`config.mk`:
```
export PLATFORM = sky130hd
export DESIGN_NAME = bb3_queue
export DESIGN_NICKNAME = d
export VERILOG_FILES = /design/src/rtl/bb3_pkg.sv /design/src/rtl/bb3_queue.sv
export VERILOG_INCLUDE_DIRS = /design/src /design/src/rtl
export SDC_FILE = /design/constraint.sdc
export NUM_CORES = 1
export LEC_CHECK = 0
export ABC_CLOCK_PERIOD_IN_PS = 2100
export BUFFER_PORTS_ARGS = -buffer_cell sky130_fd_sc_hd__buf_2
export CAP_MARGIN = 20
export CORE_ASPECT_RATIO = 0.9
export CORE_MARGIN = 2
export CORE_UTILIZATION = 45
export DETAILED_ROUTE_END_ITERATION = 10
export SYNTH_ARGS = -nofsm -noshare
export SYNTH_HDL_FRONTEND = slang
export SYNTH_SLANG_ARGS = --single-unit
```
`constraint.sdc`:
```
create_clock -name clk_i -period 2.1 [get_ports clk_i]
set_clock_uncertainty 0.2 [all_clocks]
set_input_delay 0.42 -clock clk_i [delete_from_list [all_inputs] [get_ports clk_i]]
set_output_delay 0.42 -clock clk_i [all_outputs]
set_load 0.01 [all_outputs]
```
`src/rtl/box_blur_3x3_replicate_unit_assert.svh`:
```
// ----------------------------------------------------------------------------
// Assertion macros for the 3x3 box blur unit
// Concurrent checks clocked on clk_i and disabled while rst_ni is low.
// Empty when SYNTHESIS is defined.
// ----------------------------------------------------------------------------
`ifndef BOX_BLUR_3X3_REPLICATE_UNIT_ASSERT_SVH
`define BOX_BLUR_3X3_REPLICATE_UNIT_ASSERT_SVH
`ifndef SYNTHESIS
// Property that must hold at every edge out of reset.
`define BB3_ASSERT(label, prop, msg) \
  label: assert property (@(posedge clk_i) disable iff (!rst_ni) prop) else $error(msg);
// Antecedent this edge implies consequent at the next edge.
`define BB3_ASSERT_NEXT(label, ante, cons, msg) \
  label: assert property (@(posedge clk_i) disable iff (!rst_ni) (ante) |=> (cons)) \
    else $error(msg);
`else
`define BB3_ASSERT(label, prop, msg)
`define BB3_ASSERT_NEXT(label, ante, cons, msg)
`endif
`endif

```
`src/rtl/bb3_pkg.sv`:
```
// ----------------------------------------------------------------------------
// bb3_pkg
// Shared constants, register codes and the front-to-back queue entry type.
// ----------------------------------------------------------------------------
`default_nettype none

package bb3_pkg;

  localparam int MAX_WIDTH  = 1024;
  localparam int MAX_HEIGHT = 4096;

  localparam int PIX_W = 8;
  localparam int COL_W = $clog2(MAX_WIDTH);   // column index
  localparam int ROW_W = $clog2(MAX_HEIGHT);  // row index
  localparam int WID_W = 11;                  // image_width register
  localparam int HGT_W = 13;                  // image_height register
  localparam int CFG_W = 13;                  // widest register
  localparam int CFG_IDX_W = 2;

  localparam int CS_W   = 10;                 // column sum, 3 x 255
  localparam int SUM_W  = 12;                 // window sum, 9 x 255
  localparam int LINE_W = 2 * PIX_W;          // {older, newer} line entry

  // floor(s / 9) = (s * 7282) >> 16, exact for s < 32768
  localparam int DIV9_MUL   = 7282;
  localparam int DIV9_MUL_W = 13;
  localparam int DIV9_SHIFT = 16;
  localparam int PROD_W     = SUM_W + DIV9_MUL_W;

  localparam int QDEPTH = 4;
  localparam int QPTR_W = $clog2(QDEPTH);

  // register indexes
  localparam logic [CFG_IDX_W-1:0] CFG_IMAGE_WIDTH  = 2'd0;
  localparam logic [CFG_IDX_W-1:0] CFG_IMAGE_HEIGHT = 2'd1;
  localparam logic [CFG_IDX_W-1:0] CFG_CLAMP_LOW    = 2'd2;
  localparam logic [CFG_IDX_W-1:0] CFG_CLAMP_HIGH   = 2'd3;

  localparam logic [WID_W-1:0] RST_IMAGE_WIDTH  = 11'd512;
  localparam logic [HGT_W-1:0] RST_IMAGE_HEIGHT = 13'd512;
  localparam logic [PIX_W-1:0] RST_CLAMP_LOW    = 8'd0;
  localparam logic [PIX_W-1:0] RST_CLAMP_HIGH   = 8'd255;

  // input commands
  localparam logic CMD_PIXEL = 1'b0;
  localparam logic CMD_DRAIN = 1'b1;

  // One queue entry: optional seed of the column window, optional push of a
  // new column sum with a result, optional duplicated right column.
  typedef struct packed {
    logic            seed;
    logic            push;
    logic            dup;
    logic            image_end;
    logic [CS_W-1:0] seed_cs;
    logic [CS_W-1:0] cs;
  } bb3_entry_t;

endpackage

`default_nettype wire

```
`src/rtl/bb3_queue.sv`:
```
// ----------------------------------------------------------------------------
// bb3_queue
// Short FIFO of work entries between the front and the back.
// ----------------------------------------------------------------------------
`default_nettype none

`include "box_blur_3x3_replicate_unit_assert.svh"

module bb3_queue (
  input  logic                clk_i,
  input  logic                rst_ni,
  input  logic                push_i,
  input  bb3_pkg::bb3_entry_t entry_i,
  output logic                full_o,
  input  logic                pop_i,
  output logic                valid_o,
  output bb3_pkg::bb3_entry_t entry_o
);
  import bb3_pkg::*;

  bb3_entry_t        slots_q [QDEPTH];
  logic [QPTR_W-1:0] wr_ptr_q, wr_ptr_d;
  logic [QPTR_W-1:0] rd_ptr_q, rd_ptr_d;
  logic [QPTR_W:0]   cnt_q, cnt_d;

  assign valid_o = (cnt_q != '0);
  assign full_o  = (cnt_q == (QPTR_W + 1)'(QDEPTH));
  assign entry_o = slots_q[rd_ptr_q];

  always_comb begin
    wr_ptr_d = wr_ptr_q;
    rd_ptr_d = rd_ptr_q;
    cnt_d    = cnt_q;
    if (push_i) begin
      wr_ptr_d = wr_ptr_q + 1'b1;
    end
    if (pop_i) begin
      rd_ptr_d = rd_ptr_q + 1'b1;
    end
    if (push_i && !pop_i) begin
      cnt_d = cnt_q + 1'b1;
    end else if (!push_i && pop_i) begin
      cnt_d = cnt_q - 1'b1;
    end
  end

  always_ff @(posedge clk_i or negedge rst_ni) begin
    if (!rst_ni) begin
      wr_ptr_q <= '0;
      rd_ptr_q <= '0;
      cnt_q    <= '0;
    end else begin
      wr_ptr_q <= wr_ptr_d;
      rd_ptr_q <= rd_ptr_d;
      cnt_q    <= cnt_d;
    end
  end

  always_ff @(posedge clk_i) begin
    if (push_i) begin
      slots_q[wr_ptr_q] <= entry_i;
    end
  end

  `BB3_ASSERT(a_q_no_overrun, !(push_i && full_o) && !(pop_i && !valid_o), "queue over/underrun")
  `BB3_ASSERT_NEXT(a_q_cnt_up, push_i && !pop_i, cnt_q == $past(cnt_q) + 1'b1, "queue count")

endmodule

`default_nettype wire

```
---- Word-level counts from Yosys, hierarchy flattened ----
Memories as Yosys holds them, arrays and structs flattened.
Index checks and enable logic that the tools add are counted.
operators by class
  reduce and logical (&&, ||, !) cells .... 6
  add/subtract/negate cells ............... 4
  multiplexer cells ....................... 4
  eq/ne operators ......................... 1
operators by type and width
  operator               count
  $mux W3                2
  $add A2 B1 Y2 const B  2
  $add A3 B1 Y3 const B  1
  $eq A3 B3 Y1 const B   1
  $reduce_bool A3 Y1     1
  $sub A3 B1 Y3 const B  1
  $logic_and A1 B1 Y1    2
  $logic_not A1 Y1       2
  $mux W1                2
  $reduce_bool A2 Y1     1
word-level totals
  output and inout port bits .............. 26
  register bits after elaboration ......... 7
  memory bits (writable) .................. 96
  memories ................................ 1
memory list
  name     depth  bits a word  read ports  clocked after memory_dff  wr ports  RTL line         RTL
  slots_q  4      24           1           0                         1         bb3_queue.sv:21  bb3_entry_t slots_q [QDEPTH];

---- Logic depth before layout (Yosys ltp) ----
  depth after elaboration ................. 4
  gate-level depth with buffers ........... 7

---- Worst setup path before layout ----
Ideal clock, no wire load.
  path type ............................... register to register
  from .................................... register wr_ptr_q[0]
  to ...................................... memory slots_q[0][0] (netlist name) (enable)
  clock period less this slack ............ 1.814 ns
  arrival time ............................ 1.231 ns
  slack ................................... 0.286 ns
  required time ........................... 1.517 ns
  stages on the path, launching flop included .. 4
  path buffers ............................ 0
  cell sequence ........................... dfrtp_1 > inv_1 > ha_1 > and2_1
RTL lines
  item                    RTL line         RTL
  start, declared         bb3_queue.sv:22  logic [QPTR_W-1:0] wr_ptr_q, wr_ptr_d;
  start signal, assigned  bb3_queue.sv:53  wr_ptr_q <= wr_ptr_d;
  end, declared           bb3_queue.sv:21
No word-level cell before the write port.

==> results.cfg <==
[power]
ir_drop_v = 0.000707
pwr_density_cell_mw_per_mm2 = 1350
finalPower_mw = 6.34
power.leakage_nw = 1.68

[worst_setup_path]
max_stage_delay_ns = 0.57
critPathLaunchType = register
worstPathArrival_ns = 1.67
r2r_slack_ns = 0.48
worst-setup-path-type = register to output port
path_cells = buf_12 -> mux4_1 -> buf_2
r2r_end = slots_q[0][21]
endpoint_kind = output port
r2r_start = wr_ptr_q[0]
r2r_cells = 4
cp_max_fo = 16
critPathTopFamily = multiplexers
critPathRequiredTime_ns = 1.48
cp_num_buf_inv = 2
slowest_stage = mux4_1

[min_path]
hold_depth = 1
holdCritStartpoint = entry_i[12]
whs_endpoint = slots_q[0][12]
hold_path.class = input pin to register

[run_status]
status = finished, violations left
violations = setup timing

[sta]
drv_slew = 0
tightest_slew_ns = 0.253
rsz0062_at_grt = yes
max_clock_freq_ghz = 0.436
slew_headroom_pct = 83.1
period_needed_ns = 2.29
hold_viol = 0
fin_tns_setup_ns = -3.63
layout_setup_ws_ns = -0.192
setup_viol = 24
fin_crit_sh_pct = 109

[clock_tree]
cts.sinks = 103
ctsHtreeMaxLevel = 3
cts-root-buf = clkbuf_8
path_clk_slew_ns = 0.09
cts_made_buffers = 9
cts_buffer_depth = 2
insertion_delay_ns = 0.35
cts_tree = yes

[detailed_routing]
wl_met1_um = 2760
dr_total_vias = 1787
wire_per_inst_um = 18.0
ant_nets = 0
drc = 0
dr_wl_met2_um = 3310
via_per_inst = 4.99
wl_met3_um = 291
routed_wl_um = 6450
highest_layer = met4
drtIter0Drc = 87
first_pass_iters = 4

[placement]
routabilityCongestion = 0.681
io_buffer_count = 53
hpwl_um = 4320
placed_cell_area_mm2 = 0.00436

[cells_and_area]
post-route-util_pct = 55.5
antenna_cells = 0
fin_nets = 269
fin_area_mm2 = 0.00471
syn_to_final_growth_pct = 20.6
fillers = 651
drive_above_1_share_pct = 44.4

[logic_synthesis]
yosysWarnings = 0
synth_area_mm2 = 0.00390
synth-seq-cells = 103
synthCells = 160
synth_nets = 194
synth_cell_type_count = 19
postSynthAreaPerCell_um2 = 24.4
seq_area_frac_synth_pct = 78.3

[die]
coreArea_mm2 = 0.00849
die_y_um = 92.4
start_util_pct = 46.0
row_count = 32
ioPinCount = 54
die_area_mm2 = 0.00944
die_w_um = 102

[run]
max_cap_viol_count = 0

[global_routing]
grt_pass1_vias = 1931
grt_first_pass_wirelength_um = 10100
antenna_found_initial = 0
grt_start_max_net_pins = 17
grt-ovfl-total = 0
globalRouteTotalUtil_pct = 14.9
-- cell usage in the layout, fill, tap and decap left out, types with 2 or more instances in the layout --
master,instances
and2_1,4
buf_4,13
ha_1,5
bufinv_16,2
nand2_1,2
buf_6,15
dfrtp_1,6
buf_12,2
clkinv_4,2
edfxtp_1,96
xnor2_1,2
mux4_2,21
clkbuf_8,9
inv_1,4
mux4_1,3
buf_2,38
xor2_1,4
-- cells by family after synthesis --
kind of cell / count (synthesis) / share of synthesized area [%]
flops: 103 / 78.3
simple gates: 9 / 1.28
fa+ha+maj: 6 / 2.12
xor+xnor: 6 / 1.35
buf+inv: 10 / 2.08
compound gates: 1 / 0.128
mux: 25 / 14.7
-- repair_timing --
item,in CTS,in global routing
endpoints found under the hold margin,7,0
setup buffers,2,2
cloned,1,0
endpoints found under the setup margin,24,24
resized for setup,13,11
hold buffers,1,0
-- flip-flops by register name, summed over array words and instances (netlist names) --
register / flops
rd_ptr_q: 2
cnt_q: 3
slots_q: 96
wr_ptr_q: 2
-- per-layer routing --
layer	global-route usage [%]	vias to the layer above
met5	0	-
li1	-	805
met4	6.33	0
met3	3.02	9
met2	24.8	50
met1	19.2	923
-- layout make-up --
cell class / instances / area, µm² / area share, %
Clock buffer: 9 / 124 / 2.63
Clock inverter: 6 / 86.3 / 1.83
Inverter: 4 / 15.0 / 0.319
Multi-Input combinational cell: 47 / 753 / 16.0
Sequential cell: 103 / 3060 / 65.0
Tap cell: 119 / 149 / 3.16
Timing Repair Buffer: 70 / 522 / 11.1
-- per-stage QoR --
stage               worst slack [ns]  hold WS, ns  instances
detailed placement             0.164       0.0684        338
global route                  -0.245       0.0703        358
global placement               0.203       0.0580        338
finish                        -0.192       0.0789        358
floorplan                      0.286      -0.0756        160
CTS                           -0.220       0.0618        357
-- cells in the mapped netlist --
cell type | instances | area [µm²]
and2_1 | 4 | 25.0
dfrtp_1 | 7 | 175
xnor2_1 | 2 | 17.5
o21ai_0 | 1 | 5.00
buf_6 | 1 | 11.3
buf_12 | 2 | 40.0
mux4_1 | 6 | 158
xor2_1 | 4 | 35.0
mux4_2 | 18 | 405
ha_1 | 5 | 62.6
mux2_2 | 1 | 11.3
fa_1 | 1 | 20.0
edfxtp_1 | 96 | 2880
nor2_1 | 1 | 3.75
nor3b_1 | 1 | 7.51
or3_1 | 1 | 6.26
buf_2 | 3 | 15.0
inv_1 | 4 | 15.0
nand2_1 | 2 | 7.51
-- worst max path at each step --
stage | from | end | slack, ns | depth (start not counted)
2_1_floorplan | wr_ptr_q[0] | slots_q[0][0] | 0.29 | 3
3_3_place_gp | rd_ptr_q[0] | entry_o[21] | 0.20 | 3
3_5_place_dp | push_i | cnt_q[2] | 0.16 | 7
4_1_cts | rd_ptr_q[0] | entry_o[22] | -0.22 | 3
5_1_grt | rd_ptr_q[0] | entry_o[6] | -0.24 | 4
6_report | rd_ptr_q[0] | entry_o[20] | -0.19 | 3
-- where the power goes --
part	internal, mW	total (mW)	switching (mW)
combinational	1.22	2.23	1.02
sequential	2.70	2.84	0.139
clock	0.662	1.27	0.606
No activity file was read; power rests on OpenSTA's default activity.
