--- src/rtl/box_blur_3x3_replicate_unit_assert.svh ---
// ----------------------------------------------------------------------------
// Assertion macros for the 3x3 box blur unit
// Concurrent checks clocked on clk_i and disabled while rst_ni is low.
// Empty when SYNTHESIS is defined.
// ----------------------------------------------------------------------------
`ifndef BOX_BLUR_3X3_REPLICATE_UNIT_ASSERT_SVH
`define BOX_BLUR_3X3_REPLICATE_UNIT_ASSERT_SVH
`ifndef SYNTHESIS
// Property that must hold at every edge out of reset.
`define BB3_ASSERT(label, prop, msg) \
  label: assert property (@(posedge clk_i) disable iff (!rst_ni) prop) else $error(msg);
// Antecedent this edge implies consequent at the next edge.
`define BB3_ASSERT_NEXT(label, ante, cons, msg) \
  label: assert property (@(posedge clk_i) disable iff (!rst_ni) (ante) |=> (cons)) \
    else $error(msg);
`else
`define BB3_ASSERT(label, prop, msg)
`define BB3_ASSERT_NEXT(label, ante, cons, msg)
`endif
`endif

--- src/rtl/bb3_pkg.sv ---
// ----------------------------------------------------------------------------
// bb3_pkg
// Shared constants, register codes and the front-to-back queue entry type.
// ----------------------------------------------------------------------------
`default_nettype none

package bb3_pkg;

  localparam int MAX_WIDTH  = 1024;
  localparam int MAX_HEIGHT = 4096;

  localparam int PIX_W = 8;
  localparam int COL_W = $clog2(MAX_WIDTH);   // column index
  localparam int ROW_W = $clog2(MAX_HEIGHT);  // row index
  localparam int WID_W = 11;                  // image_width register
  localparam int HGT_W = 13;                  // image_height register
  localparam int CFG_W = 13;                  // widest register
  localparam int CFG_IDX_W = 2;

  localparam int CS_W   = 10;                 // column sum, 3 x 255
  localparam int SUM_W  = 12;                 // window sum, 9 x 255
  localparam int LINE_W = 2 * PIX_W;          // {older, newer} line entry

  // floor(s / 9) = (s * 7282) >> 16, exact for s < 32768
  localparam int DIV9_MUL   = 7282;
  localparam int DIV9_MUL_W = 13;
  localparam int DIV9_SHIFT = 16;
  localparam int PROD_W     = SUM_W + DIV9_MUL_W;

  localparam int QDEPTH = 4;
  localparam int QPTR_W = $clog2(QDEPTH);

  // register indexes
  localparam logic [CFG_IDX_W-1:0] CFG_IMAGE_WIDTH  = 2'd0;
  localparam logic [CFG_IDX_W-1:0] CFG_IMAGE_HEIGHT = 2'd1;
  localparam logic [CFG_IDX_W-1:0] CFG_CLAMP_LOW    = 2'd2;
  localparam logic [CFG_IDX_W-1:0] CFG_CLAMP_HIGH   = 2'd3;

  localparam logic [WID_W-1:0] RST_IMAGE_WIDTH  = 11'd512;
  localparam logic [HGT_W-1:0] RST_IMAGE_HEIGHT = 13'd512;
  localparam logic [PIX_W-1:0] RST_CLAMP_LOW    = 8'd0;
  localparam logic [PIX_W-1:0] RST_CLAMP_HIGH   = 8'd255;

  // input commands
  localparam logic CMD_PIXEL = 1'b0;
  localparam logic CMD_DRAIN = 1'b1;

  // One queue entry: optional seed of the column window, optional push of a
  // new column sum with a result, optional duplicated right column.
  typedef struct packed {
    logic            seed;
    logic            push;
    logic            dup;
    logic            image_end;
    logic [CS_W-1:0] seed_cs;
    logic [CS_W-1:0] cs;
  } bb3_entry_t;

endpackage

`default_nettype wire

--- src/rtl/bb3_back.sv ---
// ----------------------------------------------------------------------------
// bb3_back
// Keeps the two newest column sums, forms window sums, divides by nine,
// clamps and holds the result beat in the output register.
// ----------------------------------------------------------------------------
`default_nettype none

`include "box_blur_3x3_replicate_unit_assert.svh"

module bb3_back (
  input  logic                      clk_i,
  input  logic                      rst_ni,
  input  logic                      q_valid_i,
  input  bb3_pkg::bb3_entry_t       q_entry_i,
  output logic                      q_pop_o,
  input  logic [bb3_pkg::PIX_W-1:0] clamp_low_i,
  input  logic [bb3_pkg::PIX_W-1:0] clamp_high_i,
  output logic                      out_valid_o,
  input  logic                      out_ready_i,
  output logic [bb3_pkg::PIX_W-1:0] pixel_out_o,
  output logic                      run_last_o,
  output logic                      image_end_o
);
  import bb3_pkg::*;

  logic [CS_W-1:0]  win_a_q, win_a_d;   // column c-1
  logic [CS_W-1:0]  win_b_q, win_b_d;   // column c
  logic             phase_q, phase_d;   // second beat of a row end
  logic             s_valid_q, s_valid_d;
  logic [SUM_W-1:0] s_sum_q, s_sum_d;
  logic             s_last_q, s_last_d;
  logic             s_end_q, s_end_d;
  logic             out_valid_q;
  logic [PIX_W-1:0] pixel_q;
  logic             run_last_q, image_end_q;

  logic             o_rdy, s_rdy, fire;
  logic [CS_W-1:0]  base_a, base_b;
  logic [PROD_W-1:0] prod;
  logic [PIX_W-1:0] quot, clamped;

  assign o_rdy = !out_valid_q || out_ready_i;
  assign s_rdy = !s_valid_q || o_rdy;
  assign fire  = q_valid_i && s_rdy;

  always_comb begin
    base_a    = q_entry_i.seed ? q_entry_i.seed_cs : win_a_q;
    base_b    = q_entry_i.seed ? q_entry_i.seed_cs : win_b_q;
    win_a_d   = win_a_q;
    win_b_d   = win_b_q;
    phase_d   = phase_q;
    s_valid_d = s_valid_q;
    s_sum_d   = s_sum_q;
    s_last_d  = s_last_q;
    s_end_d   = s_end_q;
    q_pop_o   = 1'b0;
    if (s_rdy) begin
      s_valid_d = 1'b0;
    end
    if (fire) begin
      if (phase_q) begin
        // replicated right border
        win_a_d   = win_b_q;
        s_sum_d   = SUM_W'(win_a_q) + SUM_W'(win_b_q) + SUM_W'(win_b_q);
        s_valid_d = 1'b1;
        s_last_d  = 1'b1;
        s_end_d   = 1'b0;
        phase_d   = 1'b0;
        q_pop_o   = 1'b1;
      end else if (q_entry_i.push) begin
        win_a_d   = base_b;
        win_b_d   = q_entry_i.cs;
        s_sum_d   = SUM_W'(base_a) + SUM_W'(base_b) + SUM_W'(q_entry_i.cs);
        s_valid_d = 1'b1;
        s_last_d  = !q_entry_i.dup;
        s_end_d   = q_entry_i.image_end;
        phase_d   = q_entry_i.dup;
        q_pop_o   = !q_entry_i.dup;
      end else begin
        win_a_d = base_a;
        win_b_d = base_b;
        q_pop_o = 1'b1;
      end
    end
  end

  // divide by nine, then clamp; the high-limit test comes first, so crossed limits give high or low
  assign prod = PROD_W'(s_sum_q) * PROD_W'(DIV9_MUL);
  assign quot = prod[DIV9_SHIFT +: PIX_W];

  always_comb begin
    if (quot > clamp_high_i) begin
      clamped = clamp_high_i;
    end else if (quot < clamp_low_i) begin
      clamped = clamp_low_i;
    end else begin
      clamped = quot;
    end
  end

  always_ff @(posedge clk_i or negedge rst_ni) begin
    if (!rst_ni) begin
      win_a_q     <= '0;
      win_b_q     <= '0;
      phase_q     <= 1'b0;
      s_valid_q   <= 1'b0;
      out_valid_q <= 1'b0;
    end else begin
      win_a_q   <= win_a_d;
      win_b_q   <= win_b_d;
      phase_q   <= phase_d;
      s_valid_q <= s_valid_d;
      if (o_rdy) begin
        out_valid_q <= s_valid_q;
      end
    end
  end

  always_ff @(posedge clk_i) begin
    s_sum_q  <= s_sum_d;
    s_last_q <= s_last_d;
    s_end_q  <= s_end_d;
    if (o_rdy && s_valid_q) begin
      pixel_q     <= clamped;
      run_last_q  <= s_last_q;
      image_end_q <= s_end_q;
    end
  end

  assign out_valid_o = out_valid_q;
  assign pixel_out_o = pixel_q;
  assign run_last_o  = run_last_q;
  assign image_end_o = image_end_q;

  `BB3_ASSERT(a_dup_head_held, phase_q |-> (q_valid_i && q_entry_i.push && q_entry_i.dup), "dup head lost")

endmodule

`default_nettype wire

--- config.mk ---
export PLATFORM = sky130hd
export DESIGN_NAME = bb3_back
export DESIGN_NICKNAME = d
export VERILOG_FILES = /design/src/rtl/bb3_pkg.sv /design/src/rtl/bb3_back.sv
export VERILOG_INCLUDE_DIRS = /design/src /design/src/rtl
export SDC_FILE = /design/constraint.sdc
export NUM_CORES = 1
export LEC_CHECK = 0
export ABC_AREA = 1
export BUFFER_PORTS_ARGS = -buffer_cell sky130_fd_sc_hd__buf_2
export CORE_UTILIZATION = 62
export DETAILED_ROUTE_END_ITERATION = 8
export PLACE_DENSITY = 0.83
export REMOVE_ABC_BUFFERS = 1
export SLEW_MARGIN = 20
export SYNTH_ARGS = -nofsm -noshare
export SYNTH_HDL_FRONTEND = slang
export SYNTH_SLANG_ARGS = --single-unit
export TNS_END_PERCENT = 1
--- constraint.sdc ---
create_clock -name clk_i -period 7.1 [get_ports clk_i]
set_input_delay 1.42 -clock clk_i [delete_from_list [all_inputs] [get_ports clk_i]]
set_output_delay 1.42 -clock clk_i [all_outputs]
set_load 0.01 [all_outputs]
## After elaboration in Yosys (flattened, before gate mapping)

Index checks and enable logic that the tools add are counted.

- Memories: 0
- Memory bits (writable): 0
- Bits of input ports: 44
- Output and inout port bits: 12
- Register bits after elaboration: 47
- Bits in latches: 0
- ROM bits: 0

- Magnitude comparators: 2
- Equal/unequal tests: 0
- Bitwise logic cells: 1
- Div/mod/pow operators: 0
- Shift-type cells: 0
- Reductions and logical operators: 10
- Multipliers: 1
- $add $sub $neg: 4
- Mux-type cells: 20

Operator list:

| operator | number |
|---|---|
| 10-bit 2-to-1 mux | 5 |
| 11-bit by 10-bit adder with 12-bit output | 2 |
| 12-bit 2-to-1 mux | 2 |
| 12-bit by 12-bit multiplier with 23-bit output, second input constant | 1 |
| 10-bit by 10-bit adder with 11-bit output | 2 |
| 8-bit 2-to-1 mux | 2 |
| 1-bit 2-to-1 mux | 11 |
| 8-bit greater-than comparator | 1 |
| 8-bit < comparator | 1 |
| 2-bit AND reduction | 2 |
| 1-bit logical NOT | 3 |
| 1-bit logical AND | 2 |
| 1-bit logical OR | 2 |
| 2-bit nonzero test | 1 |
| 1-bit inverter | 1 |

## Longest topological paths before layout

Gate-level depths: netlist of the first run.

- Depth after elaboration: 7
- Mapped depth: 37
- Gate-level depth less buffers: 37

## Worst setup path before layout of the first run

No wires, ideal clock.

- Path type: register -> register
- Start point: register s_sum_q[7]
- End point: register pixel_q[0] (netlist: pixel_out_o[0]), data pin
- Stages on the path, launching flop included: 35
- Arrival: 5402 ps
- Data required time: 6847 ps
- Slack: 1445 ps
- Path buffers: 0
- Period minus slack after synthesis: 5655 ps
- Cells stage by stage: edfxtp_1 inv_1 fa_1 inv_1 ha_1 inv_1 fa_1 inv_1 fa_1 inv_1 fa_1 inv_1 ha_1 nand2_1 inv_1 nand2_2 nor2_1 nand2_1 nand3_1 nand2_1 nand2_2 nand2_1 nand2_2 nand3_1 nand2_1 nand2_1 nand2_1 inv_1 ha_1 a21oi_1 nor2_1 a211oi_2 nand3_1 nand3_1 nand2_1

- Word-level cells in the longest chain between the ends: 4

Ends and longest elaborated chain:

| item | line | source |
|---|---|---|
| start: declaration | bb3_back.sv:30 | `logic [SUM_W-1:0] s_sum_q, s_sum_d;` |
| start signal: assignment | bb3_back.sv:120 | `s_sum_q <= s_sum_d;` |
| 12-bit by 12-bit multiplier with 23-bit output * | bb3_back.sv:88 | `assign prod = PROD_W'(s_sum_q) * PROD_W'(DIV9_MUL);` |
| 8-bit < comparator | bb3_back.sv:94 | `end else if (quot < clamp_low_i) begin` |
| 8-bit 2-to-1 mux | bb3_back.sv:94 |  |
| 8-bit 2-to-1 mux * | bb3_back.sv:92 | `if (quot > clamp_high_i) begin` |
| via clamped[0] | bb3_back.sv:40 | `logic [PIX_W-1:0] quot, clamped;` |
| end signal: assignment | bb3_back.sv:124 | `pixel_q <= clamped;` |
| end: declaration | bb3_back.sv:34 | `logic [PIX_W-1:0] pixel_q;` |

Mark *: on every way through the listed nets, which the timed path passes. The rest lies on a longest branch.
A chain may end at the register's enable or synchronous reset.

## Worst setup path after layout of the first run

- Start point: register s_sum_q[7]
- End point: register pixel_q[4] (netlist: pixel_out_o[4]), data pin

Same word-level chain as after synthesis.

==> impl_metrics.tcl, run 1 <==
set metrics [dict create \
    reg2reg_slack_ps 870 \
    num-fill-cells 726 \
    place_area_um2 6227 \
    worstMarginPinSlew_ps 948.6 \
    ant_nets 0 \
    crit_fanout 9 \
    final_util_pct 68.84 \
    dp_hpwl_um 11100 \
    relSlewSlack_pct 36.76 \
    critical_path_arrival_ps 6300 \
    htreeDepth 2 \
    final_area_um2 6331 \
    hold_class "flop to flop" \
    period_minus_slack_ps 6233 \
    setup_viol_count_final 0 \
    drt_first_pass_iters 5 \
    cp-start-kind "flop" \
    ios 56 \
    gr-total-overflow 0 \
    viasPerCell 5.732 \
    setup-tns-final_ps 0 \
    timing.rr.start "s_sum_q[7]" \
    synth_edf_count 24 \
    synth_largest_area_cell "ha_1" \
    drive_above_1_share_pct 11.47 \
    layout.nets 951 \
    postCtsSetupRepairBufs 0 \
    grt_pass1_wl_um 22380 \
    numPortBuffers 55 \
    grt_pass1_vias 5035 \
    startpoint "s_sum_q[7]" \
    cts-root-buf "clkbuf_8" \
    syn2layout_area_growth_pct 8.097 \
    synthCells 716 \
    dieWidth_um 99.20 \
    synth_cell_types 45 \
    synth_flop_cell "edfxtp_1" \
    num_vias 5033 \
    fin_crit_sh_pct 87.79 \
    ys_seq_area_share_pct 22.13 \
    cp-end-kind "flop" \
    track_usage_pct 28.65 \
    worstPathRequired_ps 7170 \
    yosysWarnings 0 \
    wl_per_cell_um 15.23 \
    synth_top_area_share_pct 21.36 \
    synth_area_leaders "ha_1 (21%), fa_1 (14%), edfxtp_1 (12%)" \
    cts_tree "done" \
    num_rows 35 \
    postCtsHoldBufs 0 \
    place_congestion 0.9596 \
    rsz0062_at_grt "false" \
    cts_num_sinks 47 \
    ys_ff_latch 47 \
    avgSynthCellArea_um2 8.180 \
    synth_most_common_cell "inv_1" \
    antenna_found_initial 0 \
    status "completed" \
    coreArea_um2 9196 \
    syn_area_um2 5857 \
    grt_max_degree 36 \
    clk_pin_slew_ps 90 \
    fin_skew_ps 12.08 \
    layout.area.seq_um2 1296 \
    die_height_um 99.20 \
    clockBufferDepth 2 \
    timing.max_cap.violations 0 \
    fmax_mhz 160.4 \
    antenna_cells 0 \
    totalWireLength_um 13370 \
    timing_worst_setup_path_type "flop to flop" \
    cts_resized 0 \
    hold_start "s_last_q" \
    crit_slowest_cell "a211oi_2" \
    slew_viol_final 0 \
    insertion_delay_ps 300 \
    drt_iter0_drc 237 \
    yosys-top-cells-count "inv_1 (138), nand2_1 (135), ha_1 (100)" \
    start_util_pct 63.69 \
    die-area_um2 9840 \
    max_stage_delay_ps 560 \
    drc 0 \
    cts-buffers-inserted 5 \
    multi_input_area_um2 3990 \
    hold_viol_final 0 \
    synthArstFlopShare_pct 48.94 \
]
## state kept, by name, summed over array words and instances, names as in the netlist
register	cells
s_valid_q	1
s_end_q	1
image_end_o	1
run_last_o	1
pixel_out_o	8
phase_q	1
s_sum_q	12
s_last_q	1
win_b_q	10
out_valid_o	1
win_a_q	10
## cells by family after synthesis
family,Yosys count,share of synthesized area (%)
flip-flops,47,22.13
XOR/XNOR,10,1.495
multiplexers,1,0.1709
adder cells (fa/ha/maj),141,35.38
AO/OA/AOI/OAI,141,14.29
buffers and inverters,152,9.784
AND/OR/NAND/NOR,224,16.75
## worst paths after layout
kind | endpoint | cells past startpoint
setup / recovery | pixel_out_o[4] | 34
hold / removal | run_last_o | 0
setup reg to reg | pixel_out_o[4] | 34
hold reg to reg | run_last_o | 0
max in group asynchronous | win_a_q[0] | 1
min in group asynchronous | win_b_q[7] | 1
## layout make-up
class	count	share of cell area, %
inverter	139	8.241
clock buffer	8	1.601
timing repair buffer	56	4.466
sequential	47	20.47
tap	111	2.194
multi-input combinational	517	63.02
## routing by layer
metal	vias up	GRT usage [%]	wire (µm)
met5	-	0	0
met4	0	8.597	293
met3	31	3.092	634
met2	162	53.04	6809
met1	2360	35.23	5632
li1	2480	-	-
## critical path, delay by kind of cell (launching register included)
kind,cells,cell delay [ps]
flops,1,440
compound gates,2,700
fa+ha+maj,7,2980
simple gates,17,1430
buf+inv,8,470
## cell usage in the layout (no fill, tap or decap), drive strengths merged, types with 4 or more instances in the layout
cell,netlist,layout
edfxtp,24,24
nand4,4,4
nand2,143,143
a21oi,51,51
o21ai,50,50
buf,2,56
xnor2,4,4
nand3,35,35
nor2,24,24
inv,139,139
o211ai,13,13
clkbuf,11,8
or2,10,10
ha,100,100
dfrtp,23,23
nor3,6,6
xor2,6,6
fa,41,41
a32oi,8,8
## stage by stage
stage	instances	hold slack, ps	setup WS [ps]
CTS	878	432.0	888.4
finish	878	426.7	867.2
global route	878	443.4	348.0
detailed placement	870	404.5	916.0
floorplan	703	400.3	1445
global placement	870	404.4	1156
Power of run 1 is left out: the tool's default activity adds up to more than one toggle a clock period on the data nets, which glitch-free logic cannot reach.
==> run 2, diff against run 1 <==
- ABC_AREA: 1 -> not set
==> run 2 against run 1 <==
Clock-buffer cell count decreased by 3. Register-to-register slack got worse by 470 ps. Synthesized cell count decreased by 12%. Critical endpoint is now pixel_out_o[2]. Highest routed layer unchanged.
==> impl_metrics.tcl, run 2 <==
set metrics [dict create \
    status "completed" \
    synth_area_leaders "ha_1 (22%), fa_1 (14%), edfxtp_1 (12%)" \
    synth_top_area_share_pct 21.56 \
    place_ws_ps 244.7 \
    clk_pin_slew_ps 100 \
    synth_most_common_cell "ha_1" \
    max_stage_delay_ps 550 \
    drt_iter0_drc 159 \
    worstMarginPinSlew_ps 862.3 \
    cp-end-kind "flop" \
    ys_seq_area_share_pct 22.33 \
    die-area_um2 9753 \
    antenna_found_initial 0 \
    syn2layout_area_growth_pct 9.312 \
    fin_skew_ps 14.09 \
    cts_tree "done" \
    coreArea_um2 8891 \
    antenna_cells 0 \
    cts_num_sinks 47 \
    wl_per_cell_um 15.88 \
    hold_class "flop to flop" \
    crit_top_cell "inv_1" \
    synthArstFlopShare_pct 48.94 \
    synth_cell_types 55 \
    fin_crit_sh_pct 94.46 \
    final_area_um2 6345 \
    synth_edf_count 24 \
    drive_above_1_share_pct 13.57 \
    track_usage_pct 27.11 \
    yosys-top-cells-count "ha_1 (100), inv_1 (94), a21oi_1 (47)" \
    final_common_cell "ha_1" \
    totalWireLength_um 12480 \
    gr-total-overflow 0 \
    setup_ws_ps 393.2 \
    clockBufferDepth 2 \
    viasPerCell 5.930 \
    drc 0 \
    syn_area_um2 5804 \
    insertion_delay_ps 310 \
    largest_reg_flops 12 \
    dieWidth_um 98.76 \
    period_minus_slack_ps 6707 \
    relSlewSlack_pct 42.38 \
    top_regs "s_sum_q (12), win_a_q (10), win_b_q (10)" \
    synth_flop_cell "edfxtp_1" \
    multi_input_area_um2 4119 \
    crit_fanout 8 \
    setup-tns-final_ps 0 \
    setup_viol_count_final 0 \
    grt_max_degree 43 \
    num_vias 4661 \
    hold_viol_final 0 \
    synth_largest_area_cell "ha_1" \
    cts-buffers-inserted 5 \
    place_congestion 0.8922 \
    avgSynthCellArea_um2 9.213 \
    ios 56 \
    start_util_pct 65.28 \
    timing_worst_setup_path_type "flop to flop" \
    drt_first_pass_iters 5 \
    cts-root-buf "clkbuf_8" \
    grt_pass1_vias 4847 \
    slew_viol_final 0 \
    grt_pass1_wl_um 21200 \
    critical_path_arrival_ps 6760 \
    postCtsHoldBufs 0 \
    num_rows 34 \
    ys_ff_latch 47 \
    worstPathRequired_ps 7150 \
    timing.max_cap.violations 0 \
    fmax_mhz 149.1 \
    die_height_um 98.76 \
    dp_hpwl_um 10290 \
    layout.nets 862 \
    layout_common_cells "ha_1 (100), inv_1 (94), buf_2 (55)" \
    yosysWarnings 0 \
    num-fill-cells 625 \
    crit_slowest_cell "fa_1" \
    place_area_um2 6143 \
    top_register "s_sum_q" \
    numPortBuffers 55 \
    layout.area.seq_um2 1296 \
    htreeDepth 2 \
    cp-start-kind "flop" \
    ant_nets 0 \
    synthCells 630 \
]
## run 2: changes by cell type after synthesis, sizes merged, moves of 9 or more
cell	delta
nand2	-98
mux2i	+13
mux2	+10
nor2	+17
or2	-9
a211oi	+9
nand3	-28
inv	-45
o21ai	-9
## run 2: path summary, 6_finish.rpt
check,startpoint,endpoint,slack [ps],cells after the start
hold reg to reg,s_end_q,image_end_o,430,0
max in group asynchronous,rst_ni,win_a_q[9],5620,1
min in group asynchronous,rst_ni,win_a_q[7],1090,1
setup / recovery,s_sum_q[7],pixel_out_o[2],390,26
hold / removal,s_end_q,image_end_o,430,0
setup reg to reg,s_sum_q[7],pixel_out_o[2],390,26
## run 2: layer usage
layer	vias to the layer above	share of wire, %	track usage (%)
met5	-	0	0
met4	0	2.2	9.874
met3	24	2.7	3.191
met2	108	53	50.46
met1	2262	42	32.05
li1	2267	-	-
## run 2: final cells by class
class                           instances  area share [%]
Multi-Input combinational cell        470           64.92
Sequential cell                        47           20.43
Inverter                               95           5.620
Timing Repair Buffer                   58           4.693
Tap cell                              108           2.130
Clock inverter                          3           1.124
Clock buffer                            5           1.085
## run 2: logic make-up after synthesis
| kind of cell | Yosys count | synth area share, % |
|---|---|---|
| compound gates | 149 | 15.69 |
| buf+inv | 113 | 7.501 |
| simple gates | 133 | 10.89 |
| xor+xnor | 23 | 3.471 |
| flops | 47 | 22.33 |
| fa+ha+maj | 141 | 35.70 |
| mux | 24 | 4.419 |
## run 2: timing repair
| action | in CTS | in global routing |
|---|---|---|
| setup endpoints to repair | 0 | 7 |
| buffers inserted | 0 | 2 |
| gates resized for setup | 0 | 8 |
## run 2: metrics by stage
stage          util [%]  hold slack [ps]  instances
2_1_floorplan         -            400.3        612
3_3_place_gp      69.10            405.2        776
3_5_place_dp      69.10            407.2        776
4_1_cts           70.67            430.6        784
5_1_grt           71.36            434.5        786
6_report          71.36            430.0        786
## run 2: worst max-delay path, delay by kind of cell (launching register included)
family | cells | cell delay (ps)
AO/OA/AOI/OAI | 6 | 1210
AND/OR/NAND/NOR | 5 | 920
buffers and inverters | 6 | 370
flip-flops | 1 | 430
multiplexers | 1 | 280
XOR/XNOR | 1 | 250
adder cells (fa/ha/maj) | 7 | 3020
Power of run 2 is left out for the same reason.
==> run 3, diff against run 2 <==
- BUFFER_PORTS_ARGS: -buffer_cell sky130_fd_sc_hd__buf_2 -> -buffer_cell sky130_fd_sc_hd__clkbuf_2
==> run 3 against run 2 <==
Setup slack better by 78 ps. Sequential share of layout area grew 0.28 points. Flip-flop and latch count is the same. First-iteration DRC count decreased by 31%. Final area shrank 1.4%. Via count shrank 1.8%. Clock-buffer cell count stayed put. Non-clock buffer count shrank 1.
==> impl_metrics.tcl, run 3 (synthesis gave the netlist of run 2 again) <==
set metrics [dict create \
    drt_first_pass_iters 4 \
    coreArea_um2 8891 \
    status "completed" \
    dieWidth_um 98.76 \
    cts_num_sinks 47 \
    top_regs "s_sum_q (12), win_a_q (10), win_b_q (10)" \
    slew_viol_final 0 \
    dp_hpwl_um 10320 \
    totalWireLength_um 12280 \
    drive_above_1_share_pct 12.85 \
    place_congestion 0.8785 \
    cts-root-buf "clkbuf_8" \
    setup_viol_count_final 0 \
    largest_reg_flops 12 \
    period_minus_slack_ps 6629 \
    num_vias 4578 \
    start_util_pct 65.28 \
    setup-tns-final_ps 0 \
    grt_pass1_wl_um 21160 \
    rsz0062_at_grt "false" \
    drc 0 \
    reg2regPathDepth 26 \
    ant_nets 0 \
    cts-buffers-inserted 5 \
    fin_crit_sh_pct 93.37 \
    cp-start-kind "flop" \
    fin_skew_ps 21.00 \
    clk_pin_slew_ps 90 \
    relSlewSlack_pct 45.45 \
    worstMarginPinSlew_ps 816.3 \
    crit_fanout 8 \
    fmax_mhz 150.8 \
    holdPathStages 0 \
    hold_viol_final 0 \
    timing.max_cap.violations 0 \
    gr-total-overflow 0 \
    die_height_um 98.76 \
    num_rows 34 \
    die-area_um2 9753 \
    clockBufferDepth 2 \
    antenna_cells 0 \
    hold_class "flop to flop" \
    numPortBuffers 55 \
    layout.nets 861 \
    drt_iter0_drc 110 \
    insertion_delay_ps 310 \
    final_common_cell "ha_1" \
    layout_common_cells "ha_1 (100), inv_1 (94), clkbuf_2 (55)" \
    cts_tree "done" \
    wl_per_cell_um 15.65 \
    cp-end-kind "flop" \
    timing_worst_setup_path_type "flop to flop" \
    htreeDepth 2 \
    track_usage_pct 27.18 \
    critical_path_arrival_ps 6680 \
    grt_pass1_vias 4929 \
    grt_max_degree 43 \
    viasPerCell 5.832 \
    syn2layout_area_growth_pct 7.825 \
    top_register "s_sum_q" \
    antenna_found_initial 0 \
    ios 56 \
    worstPathRequired_ps 7150 \
]
==> run 3: layout make-up <==
class / count / area (µm²)
Clock buffer: 5 / 68.82
Clock inverter: 3 / 17.52
Fill cell: 682 / 2633
Inverter: 95 / 356.6
Multi-Input combinational cell: 470 / 4094
Sequential cell: 47 / 1296
Tap cell: 108 / 135.1
Timing Repair Buffer: 57 / 290.3
==> run 3: timing repair <==
| action | in CTS | in global routing |
|---|---|---|
| setup endpoints to repair | 0 | 7 |
| hold buffers | 0 | 0 |
| gates resized for setup | 0 | 4 |
| setup buffers | 0 | 1 |
==> run 3: final timing paths <==
check | startpoint | to | slack, ps
setup / recovery | s_sum_q[9] | pixel_out_o[5] | 470
hold / removal | s_end_q | image_end_o | 430
setup reg to reg | s_sum_q[9] | pixel_out_o[5] | 470
hold reg to reg | s_end_q | image_end_o | 430
max in group asynchronous | rst_ni | win_a_q[9] | 5580
min in group asynchronous | rst_ni | win_b_q[7] | 1100
==> run 3: per-layer routing <==
layer | up-vias | part of all wire, % | GRT usage [%]
met2 | 85 | 53 | 50.62
met4 | 0 | 1.8 | 9.989
met1 | 2201 | 43 | 32.03
li1 | 2272 | - | -
met5 | - | 0 | 0
met3 | 20 | 2.6 | 3.262
==> run 3: metrics by stage <==
stage	hold WS, ps	worst slack [ps]	area (µm²)	utilization (%)	std cells
4_1_cts	428.9	370.7	6230	70.07	784
3_5_place_dp	407.2	358.8	6143	69.10	776
5_1_grt	432.1	19.59	6259	70.39	785
6_report	428.2	470.7	6259	70.39	785
2_1_floorplan	400.3	844.6	5725	-	612
3_3_place_gp	405.1	580.5	6143	69.10	776
==> run 3: critical path, cell delays in order, from the launching register on <==
cell and delay, ps:
edfxtp_1 410, inv_1 130, fa_1 510, inv_1 50
ha_1 290, inv_1 70, fa_1 540, inv_1 50
fa_1 490, inv_1 50, fa_1 520, inv_1 40
ha_1 310, a21o_1 180, a21oi_2 210, nand3_1 160
a221o_1 390, xor2_2 170, ha_1 310, a211oi_2 230
nor2_2 110, nor4_4 340, nand3_1 130, mux2_4 280
and2_4 180, mux2i_1 150, mux2i_1 80
Power of run 3 is left out for the same reason.
